===== src/sv/horizontal_box_blur_rgb_defines.svh =====
// Assertion macros for the horizontal box blur block.
// Included by the modules that check their own logic; no other dependencies.
`ifndef HORIZONTAL_BOX_BLUR_RGB_DEFINES_SVH
`define HORIZONTAL_BOX_BLUR_RGB_DEFINES_SVH

`ifndef ASSERT_OFF
// Check prop on every clock edge outside reset.
`define HBB_ASSERT(lbl, clk, rst_n, prop, msg) \
    lbl: assert property (@(posedge clk) disable iff (!(rst_n)) (prop)) else $error(msg);
// Check prop on every clock edge, reset included.
`define HBB_ASSERT_ALL(lbl, clk, prop, msg) \
    lbl: assert property (@(posedge clk) (prop)) else $error(msg);
`else
`define HBB_ASSERT(lbl, clk, rst_n, prop, msg)
`define HBB_ASSERT_ALL(lbl, clk, prop, msg)
`endif

`endif


===== src/sv/hbb_pkg.sv =====
// Shared types and constants for the horizontal box blur block.
// No dependencies; used by every module of the block.
`timescale 1ns / 1ps

package hbb_pkg;

    localparam int MAX_ROW_WIDTH = 4096;
    localparam int CFG_W         = 13;
    localparam int COL_W         = $clog2(MAX_ROW_WIDTH);
    localparam int CH_W          = 8;
    localparam int NUM_CH        = 3;
    localparam int NUM_SLOTS     = 3;
    localparam int SUM_W         = CH_W + 2;

    // x / 3 == (x * 683) >> 11 for every x up to 3 * 255
    localparam int DIV3_MUL      = 683;
    localparam int DIV3_SH       = 11;
    localparam int PROD_W        = 2 * SUM_W;

    localparam logic [CFG_W-1:0] ROW_WIDTH_RESET = CFG_W'(640);

    // result slots of one input word, emitted lowest first
    localparam int SLOT_AVG3 = 0;
    localparam int SLOT_AVG2 = 1;
    localparam int SLOT_CUR  = 2;

    // channel order inside a pixel
    localparam int CH_BLUE  = 0;
    localparam int CH_GREEN = 1;
    localparam int CH_RED   = 2;

    typedef logic [NUM_CH-1:0][CH_W-1:0] pixel_t;

    typedef struct packed {
        logic [CH_W-1:0] red_in;
        logic [CH_W-1:0] green_in;
        logic [CH_W-1:0] blue_in;
        logic            last_pixel;
    } in_word_t;

    typedef struct packed {
        logic [CH_W-1:0] red_out;
        logic [CH_W-1:0] green_out;
        logic [CH_W-1:0] blue_out;
        logic            last_of_run;
    } out_word_t;

    // results caused by one input word, handed to the output stage
    typedef struct packed {
        logic [NUM_SLOTS-1:0] mask;
        logic                 avg3_last;
        pixel_t [NUM_SLOTS-1:0] px;
    } burst_t;

endpackage


===== src/sv/hbb_lane.sv =====
// One color channel of the blur: three-tap and two-tap truncated averages.
// Depends on hbb_pkg.
`timescale 1ns / 1ps

module hbb_lane
    import hbb_pkg::*;
(
    input  logic [CH_W-1:0] older_px,
    input  logic [CH_W-1:0] newer_px,
    input  logic [CH_W-1:0] cur_px,
    output logic [CH_W-1:0] avg3,
    output logic [CH_W-1:0] avg2
);

    logic [SUM_W-1:0]  sum3;
    logic [SUM_W-1:0]  sum2;
    logic [PROD_W-1:0] prod;

    always_comb begin
        sum3 = SUM_W'(older_px) + SUM_W'(newer_px) + SUM_W'(cur_px);
        sum2 = SUM_W'(newer_px) + SUM_W'(cur_px);
        // divide by three through the reciprocal
        prod = PROD_W'(sum3) * PROD_W'(DIV3_MUL);
        avg3 = prod[DIV3_SH +: CH_W];
        avg2 = sum2[1 +: CH_W];
    end

endmodule


===== src/sv/hbb_emit.sv =====
// Output stage: merges lane results into result words and sends them one a cycle while the receiver is ready.
// Depends on hbb_pkg and horizontal_box_blur_rgb_defines.svh.
`timescale 1ns / 1ps
`include "horizontal_box_blur_rgb_defines.svh"

module hbb_emit
    import hbb_pkg::*;
(
    input  logic      aclk,
    input  logic      aresetn,
    input  logic      load,
    input  burst_t    burst,
    output logic      load_ok,
    output logic      m_valid,
    input  logic      m_ready,
    output out_word_t m_data
);

    logic [NUM_SLOTS-1:0]   mask_reg, mask_next;
    logic                   avg3_last_reg;
    pixel_t [NUM_SLOTS-1:0] px_reg;
    logic [NUM_SLOTS-1:0]   lowest;
    logic [NUM_SLOTS-1:0]   remain;
    pixel_t                 sel_px;
    logic                   sel_last;

    always_comb begin
        // pick the lowest pending slot
        lowest = mask_reg & (~mask_reg + NUM_SLOTS'(1));
        sel_px = '0;
        sel_last = 1'b0;
        for (int i = 0; i < NUM_SLOTS; i++) begin
            if (lowest[i]) begin
                sel_px = px_reg[i];
            end
        end
        if (lowest[SLOT_AVG3]) begin
            sel_last = avg3_last_reg;
        end else if (lowest[SLOT_CUR]) begin
            sel_last = 1'b1;
        end

        m_valid = |mask_reg;
        m_data.red_out     = sel_px[CH_RED];
        m_data.green_out   = sel_px[CH_GREEN];
        m_data.blue_out    = sel_px[CH_BLUE];
        m_data.last_of_run = sel_last;

        remain  = (m_valid && m_ready) ? (mask_reg & ~lowest) : mask_reg;
        load_ok = (remain == '0);
        mask_next = load ? burst.mask : remain;
    end

    always_ff @(posedge aclk) begin
        if (!aresetn) begin
            mask_reg <= '0;
        end else begin
            mask_reg <= mask_next;
        end
    end

    always_ff @(posedge aclk) begin
        if (load) begin
            px_reg        <= burst.px;
            avg3_last_reg <= burst.avg3_last;
        end
    end

    `HBB_ASSERT(a_load_only_when_drained, aclk, aresetn, load |-> load_ok, "load over pending words")
    `HBB_ASSERT(a_final_word_flagged, aclk, aresetn, (m_valid && m_ready && $onehot(mask_reg)) |-> m_data.last_of_run, "last word of a burst lacks last_of_run")
    `HBB_ASSERT(a_stall_keeps_word, aclk, aresetn, (m_valid && !m_ready && !load_ok) |=> (m_valid && $stable(mask_reg)), "pending word lost under stall")

endmodule


===== src/sv/horizontal_box_blur_rgb.sv =====
// Three-tap horizontal box blur over an RGB raster pixel stream.
//
// Input words arrive on s_valid/s_ready/s_data, results leave on
// m_valid/m_ready/m_data; a word moves when valid and ready are both high.
// cfg_wr_en writes cfg_wr_data into the row width (reset 640) on the same
// edge; a width of 0 acts as 1 and anything above 4096 as 4096.
// Each pixel becomes the truncated per-channel average of itself and the
// next two pixels of its row; the second-last pixel of a row averages two,
// the last passes unchanged. last_pixel ends the row early.
// A pixel's result is formed when the word that completes it is taken and
// is registered in the output stage. The first two pixels of a row give
// no result, mid-row words give one, a row-ending word gives up to three.
// Words are taken one per cycle mid-row while the receiver is ready; a row
// end holds s_ready low while the output register drains the extra words
// one a cycle as the receiver takes them. A stalled receiver holds m_data
// and stops intake once the output register cannot be emptied. Reset
// clears the held pixels, the column count and the pending results.
// Depends on hbb_pkg, hbb_lane, hbb_emit and the defines header.
`timescale 1ns / 1ps
`include "horizontal_box_blur_rgb_defines.svh"

module horizontal_box_blur_rgb
    import hbb_pkg::*;
(
    input  logic             aclk,
    input  logic             aresetn,
    input  logic             cfg_wr_en,
    input  logic [CFG_W-1:0] cfg_wr_data,
    input  logic             s_valid,
    output logic             s_ready,
    input  in_word_t         s_data,
    output logic             m_valid,
    input  logic             m_ready,
    output out_word_t        m_data
);

    logic [CFG_W-1:0] width_reg;
    logic [CFG_W-1:0] width_eff;
    logic [COL_W-1:0] last_col;
    logic [COL_W-1:0] col_reg, col_next;
    pixel_t           older_reg, older_next;
    pixel_t           newer_reg, newer_next;
    pixel_t           cur_px;
    pixel_t           avg3_px;
    pixel_t           avg2_px;
    logic             accept;
    logic             row_end;
    logic             load_ok;
    burst_t           burst;

    always_ff @(posedge aclk) begin
        if (!aresetn) begin
            width_reg <= ROW_WIDTH_RESET;
        end else if (cfg_wr_en) begin
            width_reg <= cfg_wr_data;
        end
    end

    always_comb begin
        width_eff = width_reg;
        if (width_reg == '0) begin
            width_eff = CFG_W'(1);
        end else if (width_reg > CFG_W'(MAX_ROW_WIDTH)) begin
            width_eff = CFG_W'(MAX_ROW_WIDTH);
        end
        last_col = COL_W'(width_eff - CFG_W'(1));
    end

    assign cur_px[CH_RED]   = s_data.red_in;
    assign cur_px[CH_GREEN] = s_data.green_in;
    assign cur_px[CH_BLUE]  = s_data.blue_in;

    for (genvar c = 0; c < NUM_CH; c++) begin : g_lane
        hbb_lane u_lane (
            .older_px (older_reg[c]),
            .newer_px (newer_reg[c]),
            .cur_px   (cur_px[c]),
            .avg3     (avg3_px[c]),
            .avg2     (avg2_px[c])
        );
    end

    assign s_ready = load_ok;
    assign accept  = s_valid && s_ready;

    always_comb begin
        row_end = (col_reg >= last_col) || s_data.last_pixel;

        burst.px[SLOT_AVG3] = avg3_px;
        burst.px[SLOT_AVG2] = avg2_px;
        burst.px[SLOT_CUR]  = cur_px;
        burst.avg3_last     = !row_end;
        burst.mask          = '0;
        burst.mask[SLOT_AVG3] = (col_reg >= COL_W'(2));
        burst.mask[SLOT_AVG2] = row_end && (col_reg >= COL_W'(1));
        burst.mask[SLOT_CUR]  = row_end;

        col_next   = col_reg;
        older_next = older_reg;
        newer_next = newer_reg;
        if (accept) begin
            if (row_end) begin
                // restart the row
                col_next   = '0;
                older_next = '0;
                newer_next = '0;
            end else begin
                col_next   = col_reg + COL_W'(1);
                older_next = newer_reg;
                newer_next = cur_px;
            end
        end
    end

    always_ff @(posedge aclk) begin
        if (!aresetn) begin
            col_reg   <= '0;
            older_reg <= '0;
            newer_reg <= '0;
        end else begin
            col_reg   <= col_next;
            older_reg <= older_next;
            newer_reg <= newer_next;
        end
    end

    hbb_emit u_emit (
        .aclk    (aclk),
        .aresetn (aresetn),
        .load    (accept),
        .burst   (burst),
        .load_ok (load_ok),
        .m_valid (m_valid),
        .m_ready (m_ready),
        .m_data  (m_data)
    );

    `HBB_ASSERT(a_row_restart, aclk, aresetn, (accept && row_end) |=> (col_reg == '0 && older_reg == '0 && newer_reg == '0), "row end did not restart the row")
    `HBB_ASSERT(a_mid_row_advance, aclk, aresetn, (accept && !row_end) |=> (col_reg == $past(col_reg) + COL_W'(1) && newer_reg == $past(cur_px)), "mid-row word did not advance")
    `HBB_ASSERT_ALL(a_reset_clears, aclk, !aresetn |=> (col_reg == '0 && !m_valid), "reset left state behind")

endmodule


===== config.mk =====
export PLATFORM = sky130hd
export DESIGN_NAME = horizontal_box_blur_rgb
export DESIGN_NICKNAME = d
export VERILOG_FILES = /design/src/sv/hbb_pkg.sv /design/src/sv/hbb_lane.sv /design/src/sv/hbb_emit.sv /design/src/sv/horizontal_box_blur_rgb.sv
export VERILOG_INCLUDE_DIRS = /design/src /design/src/sv
export SDC_FILE = /design/constraint.sdc
export NUM_CORES = 1
export LEC_CHECK = 0
export ABC_AREA = 1
export BUFFER_PORTS_ARGS = -buffer_cell sky130_fd_sc_hd__buf_2
export CORE_UTILIZATION = 63
export DETAILED_ROUTE_END_ITERATION = 12
export PLACE_DENSITY_LB_ADDON = 0.05
export SLEW_MARGIN = 20
export SYNTH_ARGS = -nofsm -noshare
export SYNTH_HDL_FRONTEND = slang
export SYNTH_SLANG_ARGS = --single-unit

===== constraint.sdc =====
create_clock -name aclk -period 6.4 [get_ports aclk]
set_input_delay 1.28 -clock aclk [delete_from_list [all_inputs] [get_ports aclk]]
set_output_delay 1.28 -clock aclk [all_outputs]
set_load 0.03 [all_outputs]

* After elaboration in Yosys (flattened, before gate mapping) *
Index checks and enable logic that the tools add are counted.

storage, ports and cells
  register bits = 149
  latch bits = 0
  bits in writable memories = 0
  memory bits (read-only) = 0
  bits of input ports = 43
  output and inout port bits = 27
  word-level logic and storage cells = 62
  memories = 0

operators by class
  $add $sub $neg = 12
  $mul = 3
  divide/modulo/power cells = 0
  magnitude comparators = 4
  eq/ne operators = 0
  shift operators = 0
  muxes and demuxes = 12
  bitwise gates (word level) = 4
  reduce and logical (&&, ||, !) cells = 8

operators with widths
  kind                      number
  $mux W24                  5
  $mul A10 B10 Y19 const B  3
  $add A8 B8 Y9             6
  $mux W12                  3
  $add A10 B8 Y10           3
  $gt A13 B13 Y1 const B    1
  $logic_not A13 Y1         1
  $add A12 B1 Y12 const B   1
  $ge A12 B1 Y1 const B     1
  $ge A12 B12 Y1            1
  $ge A12 B2 Y1 const B     1
  $sub A12 B1 Y12 const B   1
  $and A3 B3 Y3             2
  $mux W3                   2
  $not A3 Y3                2
  $add A3 B1 Y3 const B     1
  $logic_and A1 B1 Y1       3
  $logic_not A3 Y1          1
  $reduce_or A3 Y1          1
  $mux W1                   2
  $logic_not A1 Y1          1
  $logic_or A1 B1 Y1        1

* Depth between registers and ports, before layout *
Gate-level depths: netlist of run 1.

  depth in word-level cells = 9
  mapped depth = 36
  mapped depth without buffers = 36

* Hierarchy *
From an unflattened synthesis of run 1, not the netlist that was laid out.

unflattened totals
  cells, all modules = 1806
  area, all modules = 14774.2 um2

modules (own cells, without submodules)
  module                       times used  cells an instance  area each (um2)  sequential area each (um2)
  horizontal_box_blur_rgb      1           510                3686.0           1461.4
  hbb_emit                     1           207                2877.8           2252.2
  hbb_lane (g_lane[2].u_lane)  1           365                2750.1           0.0
  hbb_lane (g_lane[0].u_lane)  1           363                2736.4           0.0
  hbb_lane (g_lane[1].u_lane)  1           361                2723.9           0.0

* Least setup slack after synthesis of run 1 *
Ideal clock, no wire load.

  path kind = input-to-reg
  start point = input port s_data[17] in the netlist's numbering
  end point = register u_emit.px_reg[16] in the netlist's numbering (data pin)
  library setup time = 0.252 ns
  data arrival time = 5.702 ns
  required time = 6.148 ns
  path slack = 0.446 ns
  stages on the path = 22
  path buffers = 0
  path through = ha_1 > fa_1 > nand3_1 > nand2_1 > a21oi_1 > o21bai_1 > xor2_1 > inv_1 > ha_1 > ha_1 > fa_1 > fa_1 > inv_1 > fa_1 > inv_1 > ha_1 > nand2_1 > o21ai_0 > a31oi_1 > or2_2 > nand3_1 > nand2_1

RTL lines
  item                    RTL line                       source
  start: declaration      horizontal_box_blur_rgb.sv:31  input in_word_t s_data,
  end signal: assignment  hbb_emit.sv:64                 px_reg <= burst.px;
  end: declaration        hbb_emit.sv:21                 pixel_t [NUM_SLOTS-1:0] px_reg;

==> results of run 1 <==
worst paths after layout:
path | startpoint | to | slack, ns | cells after the start
hold reg to reg | width_reg[11] | width_reg[11] | 0.48 | 2
setup / recovery | newer_reg[8] | u_emit.px_reg[15] | 0.30 | 26
hold / removal | width_reg[11] | width_reg[11] | 0.48 | 2
setup reg to reg | newer_reg[8] | u_emit.px_reg[15] | 0.30 | 26
critical path: cells and delay by family (launching register included):
| family | cells | cell delay (ns) |
|---|---|---|
| simple gates | 9 | 0.76 |
| compound gates | 5 | 0.88 |
| buf+inv | 1 | 0.08 |
| fa+ha+maj | 9 | 3.43 |
| xor+xnor | 2 | 0.40 |
| flops | 1 | 0.32 |
routing by layer:
layer  GRT usage [%]  vias up  part of all wire, %
met5               0        -                    0
met4           8.964        0                  2.1
met3           5.306       58                  5.6
met2           48.30      318                   46
met1           39.43     5740                   46
li1                -     6323                    -
kinds of logic after synthesis:
family                   count (synthesis)  synth area share (%)
flip-flops                             149                 24.90
buffers and inverters                  318                 8.491
XOR/XNOR                               100                 5.974
AO/OA/AOI/OAI                          266                 9.700
adder cells (fa/ha/maj)                328                 30.74
AND/OR/NAND/NOR                        707                 20.19
cell type report:
cell class	count	area [sq um]	area share, %
clock buffers	25	518.0	3.157
clock inverters	7	41.29	0.2517
inverters	286	1076	6.559
multi-input cells	1401	10140	61.83
flip-flops and latches	149	3717	22.66
well taps	313	391.6	2.387
repair buffers	92	518.0	3.157
synth_stat cells, types with 4 or more instances:
cell | number | area [sq um]
a21o_1 | 13 | 97.59
a21oi_1 | 114 | 570.6
buf_2 | 7 | 35.03
buf_6 | 7 | 78.83
clkbuf_1 | 15 | 56.30
dfxtp_1 | 76 | 1521
edfxtp_1 | 73 | 2192
fa_1 | 64 | 1281
ha_1 | 264 | 3303
inv_1 | 284 | 1066
nand2_1 | 397 | 1490
nand3_1 | 112 | 560.5
nand3b_1 | 5 | 37.54
nand4_1 | 22 | 137.6
nor2_1 | 117 | 439.2
nor2_2 | 22 | 137.6
nor3_1 | 11 | 55.05
nor3b_1 | 4 | 30.03
o211ai_1 | 8 | 60.06
o21ai_0 | 108 | 540.5
o21bai_1 | 7 | 52.55
or2_2 | 6 | 37.54
xnor2_1 | 25 | 219.0
xor2_1 | 73 | 639.4
metrics by stage:
stage,util (%),instances,instance area (sq um),TNS [ns],hold WS [ns]
6_report,71.59,2273,16410,0,0.4804
5_1_grt,71.59,2273,16410,-0.1462,0.5126
4_1_cts,70.46,2267,16150,0,0.4848
3_5_place_dp,68.02,2235,15590,-0.007974,0.4753
3_3_place_gp,68.02,2235,15590,0,0.4639
2_1_floorplan,-,1868,14910,0,0.4478
what timing repair did:
action	in CTS	in global routing
hold buffers	0	0
endpoints found under the setup margin	0	24
resized for setup	0	52
setup buffers	0	6
==> metrics.csv, run 1 <==
metric,value,unit
status,completed,
dieWidth,155.9,um
critical_path_class,reg -> reg,
wl_per_cell,15.09,um
h-tree-depth,4,
grt_max_degree,84,
boundaryPins,70,
crit_fanout,3,
crit_slowest_cell,fa_1,
fin_crit,6.100,ns
core_area,22920,sq um
hold_path_class,reg -> reg,
slew_violations,0,
final.setup_skew,0.01164,ns
setup_viol,0,
pre_cts_ws,-0.007974,ns
syn_nets,2239,
fin_crit_sh,95.31,%
worst_ep_arrival_time,6.28,ns
yosys_most_used_dff,dfxtp_1,
routabilityCongestion,0.9323,
cts_sinks,149,
area_delta_synth_final,10.02,%
grt_pass1_vias,12088,
max_stage_delay,0.58,ns
final_nets,2318,
synth.avg_cell_area,7.983,sq um
cts_tree,built,
dpl.hpwl,27.02,mm
clk_transition_reported_paths,0.06,ns
firstDrtPassIters,5,
max_slew_margin,32.51,%
grt.total_usage,29.42,%
vias,12439,
rows,55,
grt_overflow,0,
ys_seq_area_share,24.90,%
final_common_cell,nand2_1,
antennaDiodeCount,0,
worstMarginPinSlew,1.011,ns
ant_nets,0,
synth_cell_types,45,
synth_seq_cells,149,
syn_inst,1868,
maxCapViolations,0,
fillers,1878,
end_kind,register,
grt_pass1_wl,56.73,mm
fp.dieH,155.9,um
cts.path.max_buffers,2,
yosys_warnings,0,
largest_register_ffs,72,
routed_wl,34.30,mm
grt_antenna_before_repair,0,
max_clock_freq,0.1639,GHz
cts_buffers,17,
start_util,65.07,%
drc,0,
final_cell_mix,"nand2_1 (390), inv_1 (284), ha_1 (254), nor2_1 (114), nand3_1 (111)",
synth_area,14910,sq um
drt-vias-per-instance,5.473,
setup_slack,0.3003,ns
final_hold_viol_count,0,
initialDrtViolationCount,872,
drive_above_1_share,10.20,%
dieArea,24290,sq um
cp.required,6.58,ns
synth_edf_count,73,
crit_path_start_kind,register,
cts_root_buf,clkbuf_16,
clk_latency,0.42,ns
port_buffers,69,
ys_async_sr_fraction,0,%
Power of run 1 is not shown: default switching activity piles up to over one toggle a cycle in this logic, so the estimate is an artifact.
==> run 2: changes to the inputs <==
CORE_UTILIZATION = 39   (was 63)
==> run 2 against run 1 <==
- utilization shrank 27 points
- critical endpoint is now u_emit.px_reg[16]
- first-iteration DRC count shrank 24%
- worst hold slack lost 0.0066 ns
- final cell count grew 9.7%
- sequential share of layout area shrank 0.73 points
==> metrics.csv, run 2 (synthesis results as in run 1) <==
metric,value,unit,change
status,completed,,unchanged
grt_antenna_before_repair,0,,unchanged
antennaDiodeCount,0,,unchanged
clk_latency,0.44,ns,was 0.42 ns
grt_overflow,0,,unchanged
vias,12228,,was 12439
slew_violations,0,,unchanged
layout.cells.non_filler,2494,,was 2273
crit_fanout,4,,was 3
worst_ep_arrival_time,6.24,ns,was 6.28 ns
dpl-instance-area,16010,sq um,was 15590 sq um
grt_max_degree,71,,was 84
critical_path_class,reg -> reg,,unchanged
boundaryPins,70,,unchanged
crit_path_start_kind,register,,unchanged
largest_register_ffs,72,,unchanged
clk_transition_reported_paths,0.07,ns,was 0.06 ns
fp.dieH,197.5,um,was 155.9 um
final.setup_skew,0.009751,ns,was 0.01164 ns
final_nets,2341,,was 2318
dp_cells,2456,,was 2235
drt-vias-per-instance,4.903,,was 5.473
h-tree-depth,4,,unchanged
r2r_slack,0.36,ns,was 0.30 ns
drive_above_1_share,11.50,%,was 10.20%
end_kind,register,,unchanged
dpl.hpwl,29.92,mm,was 27.02 mm
initialDrtViolationCount,661,,was 872
rows,71,,was 55
start_util,39.59,%,was 65.07%
cts_tree,built,,unchanged
dieArea,39020,sq um,was 24290 sq um
cts_buffers,17,,unchanged
grt_pass1_wl,60.40,mm,was 56.73 mm
cts_root_buf,clkbuf_16,,unchanged
routed_wl,37.12,mm,was 34.30 mm
hold_path_class,reg -> reg,,unchanged
final_hold_viol_count,0,,unchanged
worstMarginPinSlew,1.086,ns,was 1.011 ns
grt.total_usage,19.67,%,was 29.42%
cp.required,6.60,ns,was 6.58 ns
grt_pass1_vias,11810,,was 12088
dieWidth,197.5,um,was 155.9 um
final_common_cell,nand2_1,,unchanged
area_delta_synth_final,13.67,%,was 10.02%
routabilityCongestion,0.8515,,was 0.9323
firstDrtPassIters,5,,unchanged
core_area,37670,sq um,was 22920 sq um
wl_per_cell,14.88,um,was 15.09 um
final_cell_mix,"nand2_1 (390), inv_1 (282), ha_1 (251), nor2_1 (114), nand3_1 (111)",,"was nand2_1 (390), inv_1 (284), ha_1 (254), nor2_1 (114), nand3_1 (111)"
fin_crit,6.040,ns,was 6.100 ns
ant_nets,0,,unchanged
setup_viol,0,,unchanged
max_clock_freq,0.1656,GHz,was 0.1639 GHz
fin_crit_sh,94.37,%,was 95.31%
port_buffers,69,,unchanged
ctsHoldBuffers,0,,unchanged
maxCapViolations,0,,unchanged
stdcell_area,16950,sq um,was 16410 sq um
final_util,45.00,%,was 71.59%
cts_sinks,149,,unchanged
cts.path.max_buffers,2,,unchanged
max_slew_margin,27.15,%,was 32.51%
drc,0,,unchanged
==> run 2: final cells by class <==
type	count	area [sq um]
Timing Repair Buffer	115	690.7
Tap cell	511	639.4
Fill cell	3916	20720
Multi-Input combinational cell	1401	10190
Sequential cell	149	3717
Clock inverter	14	209.0
Inverter	286	1076
Clock buffer	18	429.2
==> run 2: path summary, 6_finish.rpt <==
| kind | start | to | cells past startpoint |
|---|---|---|---|
| setup / recovery | newer_reg[17] | u_emit.px_reg[16] | 26 |
| hold reg to reg | width_reg[0] | width_reg[0] | 2 |
| hold / removal | width_reg[0] | width_reg[0] | 2 |
| setup reg to reg | newer_reg[17] | u_emit.px_reg[16] | 26 |
==> run 2: stage by stage <==
step / setup slack (ns) / hold WS [ns] / setup TNS (ns)
after floorplan: 0.4458 / 0.4478 / 0
after global placement: -0.1013 / 0.4665 / -0.1285
after detailed placement: -0.07352 / 0.4703 / -0.1464
after CTS: 0.02257 / 0.4793 / 0
after global routing: -0.02674 / 0.5096 / -0.02674
final: 0.3601 / 0.4738 / 0
==> run 2: worst max-delay path, stage by stage (launching register included) <==
cell and delay, ns:
dfxtp_1 0.40, inv_1 0.13, fa_1 0.46, nand3b_1 0.19, nand2_2 0.12, nand2_1 0.06
nand2_1 0.06, xor2_1 0.19, ha_1 0.30, a21o_1 0.17, nor2_1 0.12, nand3_1 0.08
and2_4 0.17, ha_1 0.29, ha_1 0.33, fa_2 0.47, fa_1 0.55, inv_1 0.06
fa_1 0.53, inv_1 0.04, ha_1 0.33, nand2_2 0.09, o21ai_1 0.19, a31oi_1 0.05
or2_2 0.30, nand3_1 0.07, nand2_1 0.06
==> run 2: what timing repair did <==
action | in CTS | in global routing
pin swaps | 1 | 15
setup buffers | 1 | 5
endpoints found under the setup margin | 1 | 23
cloned | 0 | 0
resized for setup | 0 | 59
==> run 2: routing by layer <==
layer	up-vias	routed length, um	track usage (%)
met3	24	949	2.356
met4	0	281	3.618
met5	-	0	0
li1	6356	-	-
met1	5714	19110	28.28
met2	134	16780	31.68
Power of run 2 is left out for the same reason.
==> run 3: changes to the inputs <==
SLEW_MARGIN = default   (was 20)
clock period = 7.2 ns   (was 6.4 ns; I/O delays follow)
==> run 3 against run 2 <==
- first-iteration DRC count fell by 20%
- flip-flop and latch count is the same
- critical path depth unchanged
==> metrics.csv, run 3 (synthesis results as in run 1) <==
metric,value,unit,change
dieArea,39020,sq um,unchanged
wl_per_cell,14.92,um,was 14.88 um
postCtsSetupBuffers,0,,was 1
stdcell_area,16300,sq um,was 16950 sq um
crit_fanout,3,,was 4
fp.dieH,197.5,um,unchanged
holdWs,0.4780,ns,was 0.4738 ns
area_delta_synth_final,9.305,%,was 13.67%
dieWidth,197.5,um,unchanged
grt_pass1_vias,11804,,was 11810
slew_violations,0,,unchanged
ant_nets,0,,unchanged
critical_path_class,reg -> reg,,unchanged
layout.cells.non_filler,2454,,was 2494
end_kind,register,,unchanged
boundaryPins,70,,unchanged
grt_pass1_wl,60.51,mm,was 60.40 mm
dpl.hpwl,29.62,mm,was 29.92 mm
dp_cells,2422,,was 2456
max_slew_margin,27.71,%,was 27.15%
routed_wl,36.62,mm,was 37.12 mm
drc,0,,unchanged
vias,11950,,was 12228
cts.path.max_buffers,2,,unchanged
grt_overflow,0,,unchanged
cts_resized,0,,unchanged
grt.total_usage,19.59,%,was 19.67%
ctsHoldBuffers,0,,unchanged
cp.required,7.39,ns,was 6.60 ns
cts_sinks,149,,unchanged
final.setup_skew,0.01412,ns,was 0.009751 ns
hold_path_class,reg -> reg,,unchanged
start_util,39.59,%,unchanged
grt_antenna_before_repair,0,,unchanged
routabilityCongestion,0.8515,,unchanged
drt-vias-per-instance,4.870,,was 4.903
maxCapViolations,0,,unchanged
drive_above_1_share,7.308,%,was 11.50%
cts_root_buf,clkbuf_16,,unchanged
clk_latency,0.43,ns,was 0.44 ns
fin_crit,6.432,ns,was 6.040 ns
dpl-instance-area,15750,sq um,was 16010 sq um
worstMarginPinSlew,1.083,ns,was 1.086 ns
setup_viol,0,,unchanged
h-tree-depth,4,,unchanged
initialDrtViolationCount,527,,was 661
final_common_cell,nand2_1,,unchanged
fin_crit_sh,89.33,%,was 94.37%
crit_path_start_kind,register,,unchanged
cts_tree,built,,unchanged
final_cell_mix,"nand2_1 (397), inv_1 (284), ha_1 (264), nor2_1 (117), a21oi_1 (114)",,"was nand2_1 (390), inv_1 (282), ha_1 (251), nor2_1 (114), nand3_1 (111)"
grt_max_degree,74,,was 71
setup_tns,0,ns,unchanged
r2r_slack,0.77,ns,was 0.36 ns
rsz0062_at_grt,false,,
rows,71,,unchanged
status,completed,,unchanged
cts_buffers,17,,unchanged
worst_ep_arrival_time,6.62,ns,was 6.24 ns
port_buffers,69,,unchanged
firstDrtPassIters,5,,unchanged
largest_register_ffs,72,,unchanged
final_hold_viol_count,0,,unchanged
core_area,37670,sq um,unchanged
antennaDiodeCount,0,,unchanged
final_nets,2301,,was 2341
max_clock_freq,0.1555,GHz,was 0.1656 GHz
clk_transition_reported_paths,0.06,ns,was 0.07 ns
[run 3: cell types whose count changed in the layout (fill, tap and decap cells not counted), moves of 4 or more]
cell / previous run / this run
buf_4: 46 / 6
nand2_1: 390 / 397
a21oi_2: 6 / 0
bufinv_16: 5 / 1
ha_1: 251 / 264
o21ai_0: 101 / 108
o21ai_1: 7 / 1
ha_4: 10 / 0
a21oi_1: 108 / 114
nand2_2: 10 / 3
[run 3: worst paths after layout]
kind / from / to / cells past startpoint
setup / recovery: newer_reg[8] / u_emit.px_reg[13] / 26
hold reg to reg: width_reg[0] / width_reg[0] / 2
hold / removal: width_reg[0] / width_reg[0] / 2
setup reg to reg: newer_reg[8] / u_emit.px_reg[13] / 26
[run 3: layer usage]
layer  wire length (um)  global-route usage (%)  up-vias  share of wire (%)
met1              18960                   28.14     5504                 52
met5                  0                       0        -                  0
met4                323                   3.704        0               0.88
met2              16440                   31.61      153                 45
li1                   -                       -     6273                  -
met3                893                   2.288       20                2.4
[run 3: critical path: stages (launching register included)]
cell and delay (ns):
dfxtp_1 0.32, ha_1 0.23, fa_1 0.41, nand2_1 0.09, nand2_1 0.06, o21ai_0 0.17, nor2_1 0.07, nor2_1 0.12
xnor2_1 0.13, ha_1 0.35, inv_1 0.07, o311ai_0 0.46, xor2_1 0.40, ha_1 0.31, ha_1 0.33, fa_1 0.57
fa_1 0.44, fa_1 0.48, ha_1 0.34, a21oi_1 0.20, o21ai_0 0.12, a21oi_1 0.13, nand2_1 0.12, nand3_1 0.11
nand2_1 0.06, nand2_1 0.06, nand2_1 0.04
[run 3: layout make-up]
type	instances	area, sq um
Tap cell	511	639.4
Inverter	286	1076
Timing Repair Buffer	75	390.4
Clock buffer	22	464.2
Clock inverter	10	83.83
Multi-Input combinational cell	1401	9932
Fill cell	3908	21370
Sequential cell	149	3714
[run 3: stage by stage]
step           util, %  setup WS (ns)
5_1_grt          43.27         0.2539
2_1_floorplan        -          1.086
6_report         43.27         0.7684
4_1_cts          43.27         0.7304
3_3_place_gp     41.82         0.5488
3_5_place_dp     41.82         0.4990
Power of run 3 is left out for the same reason.
